$ cat config.mk
export PLATFORM = sky130hd
export DESIGN_NAME = date_keyed_priority_queue_top
export DESIGN_NICKNAME = d
export VERILOG_FILES = /design/src/rtl/core/dkpq_pkg.sv /design/src/rtl/core/dkpq_store.sv /design/src/rtl/core/dkpq_alu.sv /design/src/rtl/core/date_keyed_priority_queue_top.sv
export SDC_FILE = /design/constraint.sdc
export NUM_CORES = 1
export LEC_CHECK = 0
export BUFFER_PORTS_ARGS = -buffer_cell sky130_fd_sc_hd__buf_2
export CELL_PAD_IN_SITES_DETAIL_PLACEMENT = 1
export CELL_PAD_IN_SITES_GLOBAL_PLACEMENT = 2
export CORE_ASPECT_RATIO = 1.4
export CORE_MARGIN = 4
export CORE_UTILIZATION = 53
export CTS_BUF_LIST = sky130_fd_sc_hd__clkbuf_4 sky130_fd_sc_hd__clkbuf_8
export DETAILED_ROUTE_END_ITERATION = 16
export MAX_ROUTING_LAYER = met4
export PLACE_DENSITY_LB_ADDON = 0.1
export SLEW_MARGIN = 10
export SYNTH_ARGS = -nofsm -noshare
export SYNTH_HDL_FRONTEND = slang
export SYNTH_HIERARCHICAL = 1
export SYNTH_SLANG_ARGS = --single-unit
$ cat constraint.sdc
create_clock -name clk -period 7.1 [get_ports clk]
set_clock_uncertainty 0.05 [all_clocks]
set_input_delay 0.71 -clock clk [delete_from_list [all_inputs] [get_ports clk]]
set_output_delay 0.71 -clock clk [all_outputs]
set_load 0.1 [all_outputs]
$ cat src/rtl/core/dkpq_pkg.sv
// ----------------------------------------------------------------------------
// dkpq_pkg
// shared types and constants of the date keyed priority queue
// ----------------------------------------------------------------------------
package dkpq_pkg;

    localparam int unsigned COURSE_W = 3;
    localparam int unsigned NUMBER_W = 16;
    localparam int unsigned MONTH_W  = 4;
    localparam int unsigned DAY_W    = 5;
    localparam int unsigned DAYS_W   = 10;

    localparam logic [MONTH_W-1:0]  MONTH_MAX = MONTH_W'(12);
    localparam logic [DAY_W-1:0]    DAY_MAX   = DAY_W'(31);
    localparam logic [COURSE_W-1:0] NO_COURSE = COURSE_W'(6);
    localparam int unsigned         DAYS_PER_MONTH = 30;

    typedef enum logic [1:0] {
        FN_INSERT = 2'd0,
        FN_REMOVE = 2'd1,
        FN_QUERY  = 2'd2,
        FN_NONE   = 2'd3
    } func_t;

    typedef enum logic [2:0] {
        ST_OK       = 3'd0,
        ST_INVALID  = 3'd1,
        ST_FULL     = 3'd2,
        ST_EMPTY    = 3'd3,
        ST_NOTFOUND = 3'd4
    } status_t;

    typedef enum logic {
        CFG_MONTH = 1'b0,
        CFG_DAY   = 1'b1
    } cfg_index_t;

    typedef struct packed {
        logic [COURSE_W-1:0] course;
        logic [NUMBER_W-1:0] number;
        logic [MONTH_W-1:0]  month;
        logic [DAY_W-1:0]    day;
    } entry_t;

    typedef struct packed {
        logic                     earlier;
        logic                     match;
        logic signed [DAYS_W-1:0] days;
    } alu_res_t;

endpackage

$ cat src/rtl/core/dkpq_store.sv
// ----------------------------------------------------------------------------
// dkpq_store
// entry memory, one write port and one read port with registered data
// ----------------------------------------------------------------------------
module dkpq_store #(
    parameter int unsigned DEPTH = 16,
    parameter int unsigned ADDR_W = 4
) (
    input  logic                clk,
    input  logic                wr_en,
    input  logic [ADDR_W-1:0]   wr_addr,
    input  dkpq_pkg::entry_t    wr_data,
    input  logic                rd_en,
    input  logic [ADDR_W-1:0]   rd_addr,
    output dkpq_pkg::entry_t    rd_data
);
    import dkpq_pkg::*;

    entry_t mem [DEPTH];
    entry_t rd_data_reg;

    always_ff @(posedge clk)
    begin
        if (wr_en)
        begin
            mem[wr_addr] <= wr_data;
        end
    end

    always_ff @(posedge clk)
    begin
        if (rd_en)
        begin
            rd_data_reg <= mem[rd_addr];
        end
    end

    assign rd_data = rd_data_reg;

endmodule

$ cat src/rtl/core/dkpq_alu.sv
// ----------------------------------------------------------------------------
// dkpq_alu
// shared compare unit: date order, course match and days until due
// ----------------------------------------------------------------------------
module dkpq_alu (
    input  dkpq_pkg::entry_t                  entry,
    input  logic [dkpq_pkg::MONTH_W-1:0]      new_month,
    input  logic [dkpq_pkg::DAY_W-1:0]        new_day,
    input  logic [dkpq_pkg::COURSE_W-1:0]     key_course,
    input  logic [dkpq_pkg::MONTH_W-1:0]      cur_month,
    input  logic [dkpq_pkg::DAY_W-1:0]        cur_day,
    output dkpq_pkg::alu_res_t                res
);
    import dkpq_pkg::*;

    localparam int unsigned SUM_W = DAYS_W + 1;

    logic signed [SUM_W-1:0] dm;
    logic signed [SUM_W-1:0] dd;
    logic signed [SUM_W-1:0] scaled;
    logic signed [SUM_W-1:0] total;

    always_comb
    begin
        dm     = $signed(SUM_W'(entry.month)) - $signed(SUM_W'(cur_month));
        dd     = $signed(SUM_W'(entry.day)) - $signed(SUM_W'(cur_day));
        // times thirty as 32x - 2x
        scaled = (dm <<< 5) - (dm <<< 1);
        total  = scaled + dd;

        if (new_month != entry.month)
        begin
            res.earlier = (new_month < entry.month);
        end
        else
        begin
            res.earlier = (new_day < entry.day);
        end
        res.match = (entry.course == key_course);
        res.days  = total[DAYS_W-1:0];
    end

endmodule

$ cat src/rtl/core/date_keyed_priority_queue_top.sv
// ----------------------------------------------------------------------------
// date_keyed_priority_queue_top
// sorted priority queue of dated entries on a circular entry memory
// ----------------------------------------------------------------------------
// rejected commands, full, empty and insert into an empty queue: done in the cycle after start
// insert: moves the entries after the new one up one place, one memory read and move per cycle
// remove: reads the head entry and returns it; query: reads from the head to the first matching entry
// one command at a time, busy high until the done cycle; done is never stalled
// reset empties the queue and sets the date to month 1, day 1; memory is not cleared
// ----------------------------------------------------------------------------
module date_keyed_priority_queue_top #(
    parameter int unsigned CAPACITY = 16
) (
    input  logic                                clk,
    input  logic                                rst_n,
    input  logic                                cfg_wr_en,
    input  logic                                cfg_index,
    input  logic [dkpq_pkg::DAY_W-1:0]          cfg_data,
    input  logic                                start,
    output logic                                busy,
    input  logic [1:0]                          func,
    input  logic [dkpq_pkg::COURSE_W-1:0]       course_id,
    input  logic [dkpq_pkg::NUMBER_W-1:0]       item_number,
    input  logic [dkpq_pkg::MONTH_W-1:0]        due_month,
    input  logic [dkpq_pkg::DAY_W-1:0]          due_day,
    output logic                                done,
    output logic [2:0]                          status,
    output logic [dkpq_pkg::COURSE_W-1:0]       out_course,
    output logic [dkpq_pkg::NUMBER_W-1:0]       out_number,
    output logic [dkpq_pkg::MONTH_W-1:0]        out_month,
    output logic [dkpq_pkg::DAY_W-1:0]          out_day,
    output logic signed [dkpq_pkg::DAYS_W-1:0]  days_until_due
);
    import dkpq_pkg::*;

    localparam int unsigned PTR_W = (CAPACITY > 1) ? $clog2(CAPACITY) : 1;
    localparam int unsigned CNT_W = $clog2(CAPACITY + 1);
    localparam logic [CNT_W:0]   CAP_EXT = (CNT_W + 1)'(CAPACITY);
    localparam logic [CNT_W-1:0] CAP_CNT = CNT_W'(CAPACITY);

    typedef enum logic [2:0] {
        S_IDLE,
        S_INS,
        S_INS_HEAD,
        S_REM,
        S_QRY
    } state_t;

    state_t                     state_reg, state_next;
    logic [CNT_W-1:0]           count_reg, count_next;
    logic [PTR_W-1:0]           head_reg, head_next;
    logic [PTR_W-1:0]           idx_reg, idx_next;
    logic [MONTH_W-1:0]         cur_month_reg;
    logic [DAY_W-1:0]           cur_day_reg;
    entry_t                     req_reg, req_next;

    logic                       done_reg, done_next;
    status_t                    status_reg, status_next;
    entry_t                     res_reg, res_next;
    logic signed [DAYS_W-1:0]   days_reg, days_next;

    logic                       wr_en;
    logic [PTR_W-1:0]           wr_addr;
    entry_t                     wr_data;
    logic                       rd_en;
    logic [PTR_W-1:0]           rd_addr;
    entry_t                     rd_data;
    alu_res_t                   alu;
    entry_t                     in_entry;
    logic                       in_bad;

    function automatic logic [PTR_W-1:0] phys(input logic [PTR_W-1:0] head,
                                              input logic [CNT_W-1:0] pos);
        logic [CNT_W:0] sum;
        begin
            sum = (CNT_W + 1)'(head) + (CNT_W + 1)'(pos);
            if (sum >= CAP_EXT)
            begin
                sum = sum - CAP_EXT;
            end
            return sum[PTR_W-1:0];
        end
    endfunction

    dkpq_store #(
        .DEPTH  (CAPACITY),
        .ADDR_W (PTR_W)
    ) u_store (
        .clk     (clk),
        .wr_en   (wr_en),
        .wr_addr (wr_addr),
        .wr_data (wr_data),
        .rd_en   (rd_en),
        .rd_addr (rd_addr),
        .rd_data (rd_data)
    );

    dkpq_alu u_alu (
        .entry      (rd_data),
        .new_month  (req_reg.month),
        .new_day    (req_reg.day),
        .key_course (req_reg.course),
        .cur_month  (cur_month_reg),
        .cur_day    (cur_day_reg),
        .res        (alu)
    );

    assign in_entry.course = course_id;
    assign in_entry.number = item_number;
    assign in_entry.month  = due_month;
    assign in_entry.day    = due_day;

    assign in_bad = (due_month == '0) || (due_month > MONTH_MAX) ||
                    (due_day == '0) || (due_day > DAY_MAX) ||
                    (course_id >= NO_COURSE);

    always_comb
    begin
        state_next  = state_reg;
        count_next  = count_reg;
        head_next   = head_reg;
        idx_next    = idx_reg;
        req_next    = req_reg;
        done_next   = 1'b0;
        status_next = status_reg;
        res_next    = res_reg;
        days_next   = days_reg;
        wr_en       = 1'b0;
        wr_addr     = head_reg;
        wr_data     = req_reg;
        rd_en       = 1'b0;
        rd_addr     = head_reg;

        case (state_reg)
            S_IDLE:
            begin
                if (start)
                begin
                    req_next    = in_entry;
                    res_next    = '0;
                    days_next   = '0;
                    status_next = ST_OK;
                    case (func_t'(func))
                        FN_INSERT:
                        begin
                            if (in_bad)
                            begin
                                done_next   = 1'b1;
                                status_next = ST_INVALID;
                            end
                            else if (count_reg == CAP_CNT)
                            begin
                                done_next   = 1'b1;
                                status_next = ST_FULL;
                            end
                            else if (count_reg == '0)
                            begin
                                wr_en      = 1'b1;
                                wr_addr    = head_reg;
                                wr_data    = in_entry;
                                count_next = count_reg + CNT_W'(1);
                                done_next  = 1'b1;
                            end
                            else
                            begin
                                idx_next   = PTR_W'(count_reg - CNT_W'(1));
                                rd_en      = 1'b1;
                                rd_addr    = phys(head_reg, count_reg - CNT_W'(1));
                                state_next = S_INS;
                            end
                        end
                        FN_REMOVE:
                        begin
                            if (count_reg == '0)
                            begin
                                done_next   = 1'b1;
                                status_next = ST_EMPTY;
                            end
                            else
                            begin
                                rd_en      = 1'b1;
                                rd_addr    = head_reg;
                                state_next = S_REM;
                            end
                        end
                        FN_QUERY:
                        begin
                            if (count_reg == '0)
                            begin
                                done_next   = 1'b1;
                                status_next = ST_NOTFOUND;
                            end
                            else
                            begin
                                idx_next   = '0;
                                rd_en      = 1'b1;
                                rd_addr    = head_reg;
                                state_next = S_QRY;
                            end
                        end
                        default:
                        begin
                            done_next   = 1'b1;
                            status_next = ST_INVALID;
                        end
                    endcase
                end
            end
            S_INS:
            begin
                wr_en   = 1'b1;
                wr_addr = phys(head_reg, CNT_W'(idx_reg) + CNT_W'(1));
                if (alu.earlier)
                begin
                    // move the later entry up one place
                    wr_data = rd_data;
                    if (idx_reg == '0)
                    begin
                        state_next = S_INS_HEAD;
                    end
                    else
                    begin
                        idx_next = idx_reg - PTR_W'(1);
                        rd_en    = 1'b1;
                        rd_addr  = phys(head_reg, CNT_W'(idx_reg) - CNT_W'(1));
                    end
                end
                else
                begin
                    wr_data    = req_reg;
                    count_next = count_reg + CNT_W'(1);
                    done_next  = 1'b1;
                    state_next = S_IDLE;
                end
            end
            S_INS_HEAD:
            begin
                wr_en      = 1'b1;
                wr_addr    = head_reg;
                wr_data    = req_reg;
                count_next = count_reg + CNT_W'(1);
                done_next  = 1'b1;
                state_next = S_IDLE;
            end
            S_REM:
            begin
                res_next   = rd_data;
                head_next  = phys(head_reg, CNT_W'(1));
                count_next = count_reg - CNT_W'(1);
                done_next  = 1'b1;
                state_next = S_IDLE;
            end
            S_QRY:
            begin
                if (alu.match)
                begin
                    days_next  = alu.days;
                    done_next  = 1'b1;
                    state_next = S_IDLE;
                end
                else if (CNT_W'(idx_reg) + CNT_W'(1) == count_reg)
                begin
                    status_next = ST_NOTFOUND;
                    done_next   = 1'b1;
                    state_next  = S_IDLE;
                end
                else
                begin
                    idx_next = idx_reg + PTR_W'(1);
                    rd_en    = 1'b1;
                    rd_addr  = phys(head_reg, CNT_W'(idx_reg) + CNT_W'(1));
                end
            end
            default:
            begin
                state_next = S_IDLE;
            end
        endcase
    end

    always_ff @(posedge clk or negedge rst_n)
    begin
        if (!rst_n)
        begin
            state_reg     <= S_IDLE;
            count_reg     <= '0;
            head_reg      <= '0;
            idx_reg       <= '0;
            done_reg      <= 1'b0;
            req_reg       <= '0;
            status_reg    <= ST_OK;
            res_reg       <= '0;
            days_reg      <= '0;
            cur_month_reg <= MONTH_W'(1);
            cur_day_reg   <= DAY_W'(1);
        end
        else
        begin
            state_reg  <= state_next;
            count_reg  <= count_next;
            head_reg   <= head_next;
            idx_reg    <= idx_next;
            done_reg   <= done_next;
            req_reg    <= req_next;
            status_reg <= status_next;
            res_reg    <= res_next;
            days_reg   <= days_next;
            if (cfg_wr_en)
            begin
                case (cfg_index_t'(cfg_index))
                    CFG_MONTH: cur_month_reg <= cfg_data[MONTH_W-1:0];
                    CFG_DAY:   cur_day_reg   <= cfg_data;
                    default:   cur_day_reg   <= cur_day_reg;
                endcase
            end
        end
    end

    assign busy           = (state_reg != S_IDLE);
    assign done           = done_reg;
    assign status         = status_reg;
    assign out_course     = res_reg.course;
    assign out_number     = res_reg.number;
    assign out_month      = res_reg.month;
    assign out_day        = res_reg.day;
    assign days_until_due = days_reg;

endmodule

==> qor.yml, run 1 <==
run_status:
  outcome: "completed"
worst_setup_path:
  critPathSlowestCell: "mux4_1"
  crit_arrival_ns: 5.50
  path_class: "flip-flop to flip-flop"
  ff2ff_path_depth: 15
  end_kind: "flip-flop"
  crit_required_ns: 7.46
  crit_fanout: 103
  path_delay_family: "compound AO/OA/AOI/OAI gates"
  cp_cell_sequence: "ha_1 -> nand2b_1 -> a21o_1 -> a21oi_1 -> nor2b_1 -> o21ai_0 -> nor4bb_4 -> nand2_1 -> o31a_2 -> o22ai_1 -> a21o_4 -> buf_12 -> mux4_1 -> a22oi_1 -> nand2_1"
  crit_top_cell: "nand2_1"
  r2r_start: "u_store/rd_data[5]"
  max_stage_delay_ns: 0.68
  startpoint_type: "flip-flop"
  r2r-end: "u_store/rd_data[5]"
  regToRegSetupSlack_ns: 1.96
  crit_buf_inv: 1
detailed_routing:
  drtPass1Iterations: 5
  drc: 0
  drtIter0Drc: 1144
  wire_per_inst_um: 27.9
  ant_nets: 0
  via_per_inst: 6.06
  wl_mm: 61.6
  vias: 13383
synthesis:
  seq_area_frac_synth: 0.683
  synthCells: 1391
  synth.distinct_cells: 73
  synth_area_mm2: 0.0244
  synth_nets: 1491
  synth-edff-count: 476
  synth_ff_type: "edfxtp_1"
  async_flop_share: 0.166
  syn_area_per_cell_um2: 17.5
  synth_warnings: 6
  ys_ff_latch: 571
global_routing:
  grt-ovfl-total: 0
  grt_pass1_wl_mm: 92.7
  antenna_found_initial: 0
  grt_pass1_vias: 14647
  grt_max_degree: 113
  grt_util_all_layers: 0.262
clocking:
  cts_setup_buffers: 0
  numCtsBuffers: 85
  htreeDepth: 3
  cts_sinks: 571
  cts_tree: "yes"
  cts-root-buf: "clkbuf_8"
  insertion_delay_ns: 0.68
  clkTransAtPathRegs_ns: 0.07
  clockBufferDepth: 3
die:
  ioPinCount: 83
  initial_core_util: 0.539
  dieHeight_um: 262
  coreArea_mm2: 0.0452
  die_width_um: 189
  rows: 92
  dieArea_mm2: 0.0496
finish:
  final_nets: 1624
  multiInputGateArea_mm2: 0.00725
  final_cells: 2207
  area_growth_pct: 12.0
  final_area_mm2: 0.0273
  largest_reg_flops: 448
  layout-drive-gt1-share: 0.266
  final_util: 0.604
  regArea_mm2: 0.0167
  n_antenna_cell: 0
  nFillCells: 4057
place:
  hpwlAfterDp_mm: 34.8
  dpl_cell_area_mm2: 0.0256
  placed_cells: 2047
  gp_congestion: 0.811
  buffer_ports.inserted: 82
power:
  ir_drop_uv: 670
  powerDensity_mw_per_mm2: 557
  power.leakage_uw: 0.00984
  power_uw: 15200
min_path:
  hold_depth: 2
  hold_end: "req_reg[20]"
  hold_path_class: "input port to flip-flop"
  hold_path_startpoint: "item_number[11]"
sta:
  setup_viol: 0
  slew_viol_final: 0
  min_period_ns: 5.14
  slew_headroom: 0.214
  fin_crit_sh: 0.724
  setup_tns_ns: 0
  tightest_slew_ns: 1.18
  fmax_mhz: 195
  hold_viol: 0
  rsz0062_at_grt: "no"
run:
  max_cap_violations: 0
## per-stage QoR
| stage | hold slack [ns] | setup slack, ns |
|---|---|---|
| 3_5_place_dp | 0.424 | 1.97 |
| 6_report | 0.233 | 1.96 |
| 2_1_floorplan | 0.364 | 2.22 |
| 5_1_grt | 0.226 | 1.70 |
| 3_3_place_gp | 0.416 | 2.10 |
| 4_1_cts | 0.185 | 1.92 |
## kinds of logic after synthesis
group / after synthesis / synth area share
compound gates: 215 / 0.0675
xor+xnor: 43 / 0.0154
fa+ha+maj: 60 / 0.0342
buf+inv: 120 / 0.0264
flops: 571 / 0.683
mux: 157 / 0.126
simple gates: 225 / 0.0469
## worst register-to-register path, delay by kind of cell (launching register included)
kind,cells,cell delay [ns]
AOI/OAI and AO/OA,7,1.69
adders and majority gates,1,0.33
buffers and inverters,1,0.57
DFF,1,0.43
muxes,1,0.90
and+or+nand+nor,5,0.91
## power breakdown
group	leakage (µW)	total (µW)	switching (µW)	internal [µW]
registers	0.00551	5120	316	4800
clock network	0.000921	2770	1270	1500
logic	0.00341	7320	4230	3090
## synth_stat cells, drive strengths merged (2+ instances only)
| cell type | count | share of area |
|---|---|---|
| o31a | 3 | 0.0015 |
| dfrtp | 93 | 0.095 |
| nor3 | 11 | 0.0023 |
| fa | 11 | 0.0090 |
| xor2 | 17 | 0.0061 |
| o21ai | 19 | 0.0039 |
| mux2 | 41 | 0.019 |
| o22ai | 2 | 0.00051 |
| nor4 | 2 | 0.00051 |
| buf | 31 | 0.013 |
| a221o | 28 | 0.011 |
| nand2b | 8 | 0.0024 |
| o221ai | 2 | 0.00072 |
| dfstp | 2 | 0.0022 |
| nand2 | 71 | 0.011 |
| a21oi | 33 | 0.0068 |
| a2bb2oi | 2 | 0.00072 |
| nand3 | 25 | 0.0051 |
| clkinv | 2 | 0.00031 |
| inv | 50 | 0.0077 |
| o21a | 5 | 0.0015 |
| and2 | 35 | 0.0090 |
| nor2 | 38 | 0.0058 |
| or4 | 3 | 0.00092 |
| or3 | 2 | 0.00072 |
| a21o | 15 | 0.0047 |
| and3 | 4 | 0.0011 |
| nor2b | 10 | 0.0026 |
| clkbuf | 37 | 0.0057 |
| mux2i | 4 | 0.0016 |
| a211o | 4 | 0.0014 |
| a22o | 28 | 0.010 |
| o31ai | 2 | 0.00062 |
| nand4 | 6 | 0.0015 |
| a22oi | 56 | 0.017 |
| edfxtp | 476 | 0.59 |
| ha | 49 | 0.025 |
| o211ai | 5 | 0.0015 |
| a211oi | 4 | 0.0014 |
| mux4 | 112 | 0.11 |
| or3b | 2 | 0.00072 |
| nand3b | 2 | 0.00062 |
| xnor2 | 26 | 0.0093 |
## timing repair
item	in CTS	in global routing
gates resized for setup	0	0
endpoints found under the hold margin	33	0
hold buffers	1	0
## layout make-up
type,instances,share of cell area
clock buffers,122,0.0546
flip-flops and latches,571,0.610
clock inverters,37,0.0100
inverters,52,0.00714
multi-input cells,700,0.265
well taps,611,0.0280
repair buffers,114,0.0249
## worst max path at each step
stage                                   from             endpoint  slack, ns  cells past startpoint
after floorplan                   idx_reg[0]    u_store/mem[0][0]       2.22                     10
after global placement    u_store/rd_data[5]   u_store/rd_data[5]       2.10                     15
after detailed placement  u_store/rd_data[5]  u_store/rd_data[15]       1.97                     15
after CTS                 u_store/rd_data[5]  u_store/rd_data[18]       1.92                     15
after global routing      u_store/rd_data[5]  u_store/rd_data[15]       1.70                     15
final                     u_store/rd_data[5]   u_store/rd_data[5]       1.96                     15
## per-layer routing
layer | global-route usage | wire length (µm)
met2 | 0.453 | 32700
met3 | 0.0420 | 3770
met5 | - | 0
met4 | 0.0889 | 1630
met1 | 0.319 | 23400
## placed cells by master, fill, tap and decap left out, types with 6 or more instances in the layout
cell type,instances
edfxtp_1,476
mux4_2,97
dfrtp_1,93
clkbuf_8,92
buf_2,81
nand2_1,71
a22oi_1,56
inv_1,49
ha_1,49
mux2_2,38
a21oi_1,33
and2_1,33
clkbuf_4,30
buf_4,30
a221o_1,28
a22o_1,28
xnor2_1,26
nand3_1,25
clkinv_1,24
nor2_1,23
xor2_1,17
o21ai_0,16
mux4_1,15
a21o_1,13
nor2_4,13
fa_1,11
nor2b_1,8
nor3_1,7
nand2b_1,7
nand4_1,6
clkinv_2,6
Power figures use the tool's default switching activity.
==> run 2, diff against run 1 <==
--- a/config.mk
+++ b/config.mk
@@ -10,7 +10,7 @@
 export CELL_PAD_IN_SITES_GLOBAL_PLACEMENT = 2
 export CORE_ASPECT_RATIO = 1.4
 export CORE_MARGIN = 4
-export CORE_UTILIZATION = 53
+export CORE_UTILIZATION = 44
 export CTS_BUF_LIST = sky130_fd_sc_hd__clkbuf_4 sky130_fd_sc_hd__clkbuf_8
 export DETAILED_ROUTE_END_ITERATION = 16
 export MAX_ROUTING_LAYER = met4
==> constraint.sdc (replaced) <==
create_clock -name clk -period 4.7 [get_ports clk]
set_clock_uncertainty 0.05 [all_clocks]
set_input_delay 0.47 -clock clk [delete_from_list [all_inputs] [get_ports clk]]
set_output_delay 0.47 -clock clk [all_outputs]
set_load 0.1 [all_outputs]
==> qor.yml, run 2 (synthesized netlist as in run 1, its figures left out) <==
die:
  dieArea_mm2: 0.0593  # +20%
  die_width_um: 207  # +9.3%
  dieHeight_um: 287  # +9.5%
  initial_core_util: 0.447  # -0.0924
  ioPinCount: 83  # unchanged
  rows: 101  # +9.8%
  coreArea_mm2: 0.0546  # +21%
finish:
  area_growth_pct: 16.4
  largest_reg_flops: 448  # unchanged
  final_cell_mix: "edfxtp_1, clkbuf_8, mux4_2"
  layout_commonest_cell: "edfxtp_1"
  layout-drive-gt1-share: 0.279  # +0.0124
  final_nets: 1695  # +4.4%
  final_cells: 2387  # +8.2%
place:
  gp_congestion: 0.781  # -3.7%
  buffer_ports.inserted: 82  # unchanged
  hpwlAfterDp_mm: 39.4  # +13%
  placed_cells: 2190  # +7.0%
sta:
  setup_viol: 0  # unchanged
  rsz0062_at_grt: "no"
  slew_viol_final: 0  # unchanged
  fin_crit_sh: 0.911  # +0.187
  whs_ns: 0.0891  # -0.144 ns
  tightest_slew_ns: 1.10  # -0.0751 ns
  setup_tns_ns: 0  # unchanged
  min_period_ns: 4.28  # -0.858 ns
  fmax_mhz: 233  # +20%
  slew_headroom: 0.266  # +0.0519
  hold_viol: 0  # unchanged
worst_setup_path:
  end_kind: "flip-flop"
  ff2ff_path_depth: 16  # +1
  crit_required_ns: 5.06  # -2.40 ns
  startpoint_type: "flip-flop"
  r2r-end: "u_store/rd_data[5]"
  crit_fanout: 48  # -53%
  crit_arrival_ns: 4.64  # -0.86 ns
  path_class: "flip-flop to flip-flop"
  cp_cell_sequence: "ha_1 -> nand2b_1 -> a21o_1 -> a21oi_1 -> nor2b_1 -> o21ai_1 -> nor4bb_4 -> nand2_1 -> o21a_1 -> o21ai_0 -> o21ai_0 -> o211ai_1 -> buf_12 -> mux4_2 -> a22oi_1 -> nand2_1"
  regToRegSetupSlack_ns: 0.42  # -1.54 ns
  r2r_start: "u_store/rd_data[5]"
  max_stage_delay_ns: 0.44  # -0.24 ns
  critPathSlowestCell: "edfxtp_1"
detailed_routing:
  vias: 13690  # +2.3%
  wire_per_inst_um: 27.3  # -2.3%
  ant_nets: 0  # unchanged
  drtIter0Drc: 1223  # +6.9%
  drtPass1Iterations: 5  # unchanged
  wl_mm: 65.1  # +5.6%
  drc: 0  # unchanged
  via_per_inst: 5.74  # -5.4%
power:
  ir_drop_uv: 450  # -33%
  power.leakage_uw: 0.0103  # +4.3%
  p_seq_frac: 0.324  # -0.012
  p_int_uw: 14700  # +57%
  powerDensity_mw_per_mm2: 838  # +50%
  p_sw_uw: 9080  # +56%
  switching_share: 0.382  # -0.000879
  clkPwrFrac: 0.179  # -0.003
  power_uw: 23800  # +56%
  comb_power_share: 0.497  # +0.016
min_path:
  hold_path_class: "input port to flip-flop"
  hold_depth: 2  # unchanged
  hold_end: "req_reg[3]"
  hold_path_startpoint: "due_day[3]"
global_routing:
  grt_pass1_vias: 15131  # +3.3%
  grt_pass1_wl_mm: 98.5  # +6.2%
  grt_util_all_layers: 0.228  # -0.0335
  grt_max_degree: 49  # -57%
  grt-ovfl-total: 0  # unchanged
  antenna_found_initial: 2  # +2
clocking:
  cts_sinks: 571  # unchanged
  clockBufferDepth: 3  # unchanged
  cts-root-buf: "clkbuf_8"
  cts_tree: "yes"
  htreeDepth: 3  # unchanged
  clkTransAtPathRegs_ns: 0.06  # about the same
  insertion_delay_ns: 0.67  # about the same
  cts_setup_buffers: 0  # unchanged
  numCtsBuffers: 92  # +8.2%
run_status:
  outcome: "completed"
run:
  max_cap_violations: 0  # unchanged
run 2: routing by layer:
layer  global-route usage  part of all wire  vias to the layer above
met1                0.285              0.41                     7288
met2                0.393              0.52                      359
met3               0.0352             0.046                       89
li1                     -                 -                     5954
met5                    -                 0                        -
met4               0.0623             0.019                        0
run 2: per-stage QoR:
| step | setup slack [ns] | area (µm²) | utilization |
|---|---|---|---|
| finish | 0.416 | 28400 | 0.520 |
| floorplan | 0.0824 | 24400 | - |
| CTS | 0.171 | 28400 | 0.520 |
| global route | 0.115 | 28400 | 0.520 |
| detailed placement | 0.195 | 26300 | 0.481 |
| global placement | 0.287 | 26300 | 0.481 |
run 2: worst max-delay path, delay by kind of cell (launching register included):
family / cells / cell delay [ns]
and+or+nand+nor: 5 / 0.88
DFF: 1 / 0.44
adders and majority gates: 1 / 0.34
muxes: 1 / 0.36
AOI/OAI and AO/OA: 8 / 1.54
buffers and inverters: 1 / 0.36
run 2: area by class of cell:
class / instances / area [µm²]
Fill cell: 5138 / 26200
Inverter: 52 / 195
Antenna cell: 1 / 2.50
Timing Repair Buffer: 178 / 1550
Clock buffer: 123 / 1540
Sequential cell: 571 / 16700
Clock inverter: 41 / 278
Tap cell: 721 / 902
Multi-Input combinational cell: 700 / 7260
run 2: worst max path at each step:
stage,slack [ns],cells after the start,end,startpoint
2_1_floorplan,0.08,10,u_store/mem[4][0],idx_reg[0]
3_3_place_gp,0.29,16,u_store/rd_data[22],u_store/rd_data[5]
3_5_place_dp,0.20,16,u_store/rd_data[8],u_store/rd_data[5]
4_1_cts,0.17,16,u_store/rd_data[8],u_store/rd_data[5]
5_1_grt,0.12,16,u_store/rd_data[8],u_store/rd_data[5]
6_report,0.42,16,u_store/rd_data[5],u_store/rd_data[5]
run 2: timing repair:
action                                  4_1_cts  5_1_grt
hold buffers                                 32        0
hold endpoints to repair                     52        0
resized for setup                             0        1
endpoints found under the setup margin        0       21
run 2: power groups by stage:
stage / registers (µW) / clock network [µW] / logic, µW
after floorplan: 8010 / 0 / 8380
after global placement: 7780 / 0 / 11700
after detailed placement: 7820 / 0 / 12000
after CTS: 7720 / 4410 / 12000
after global routing: 7790 / 4630 / 12900
final: 7710 / 4260 / 11800
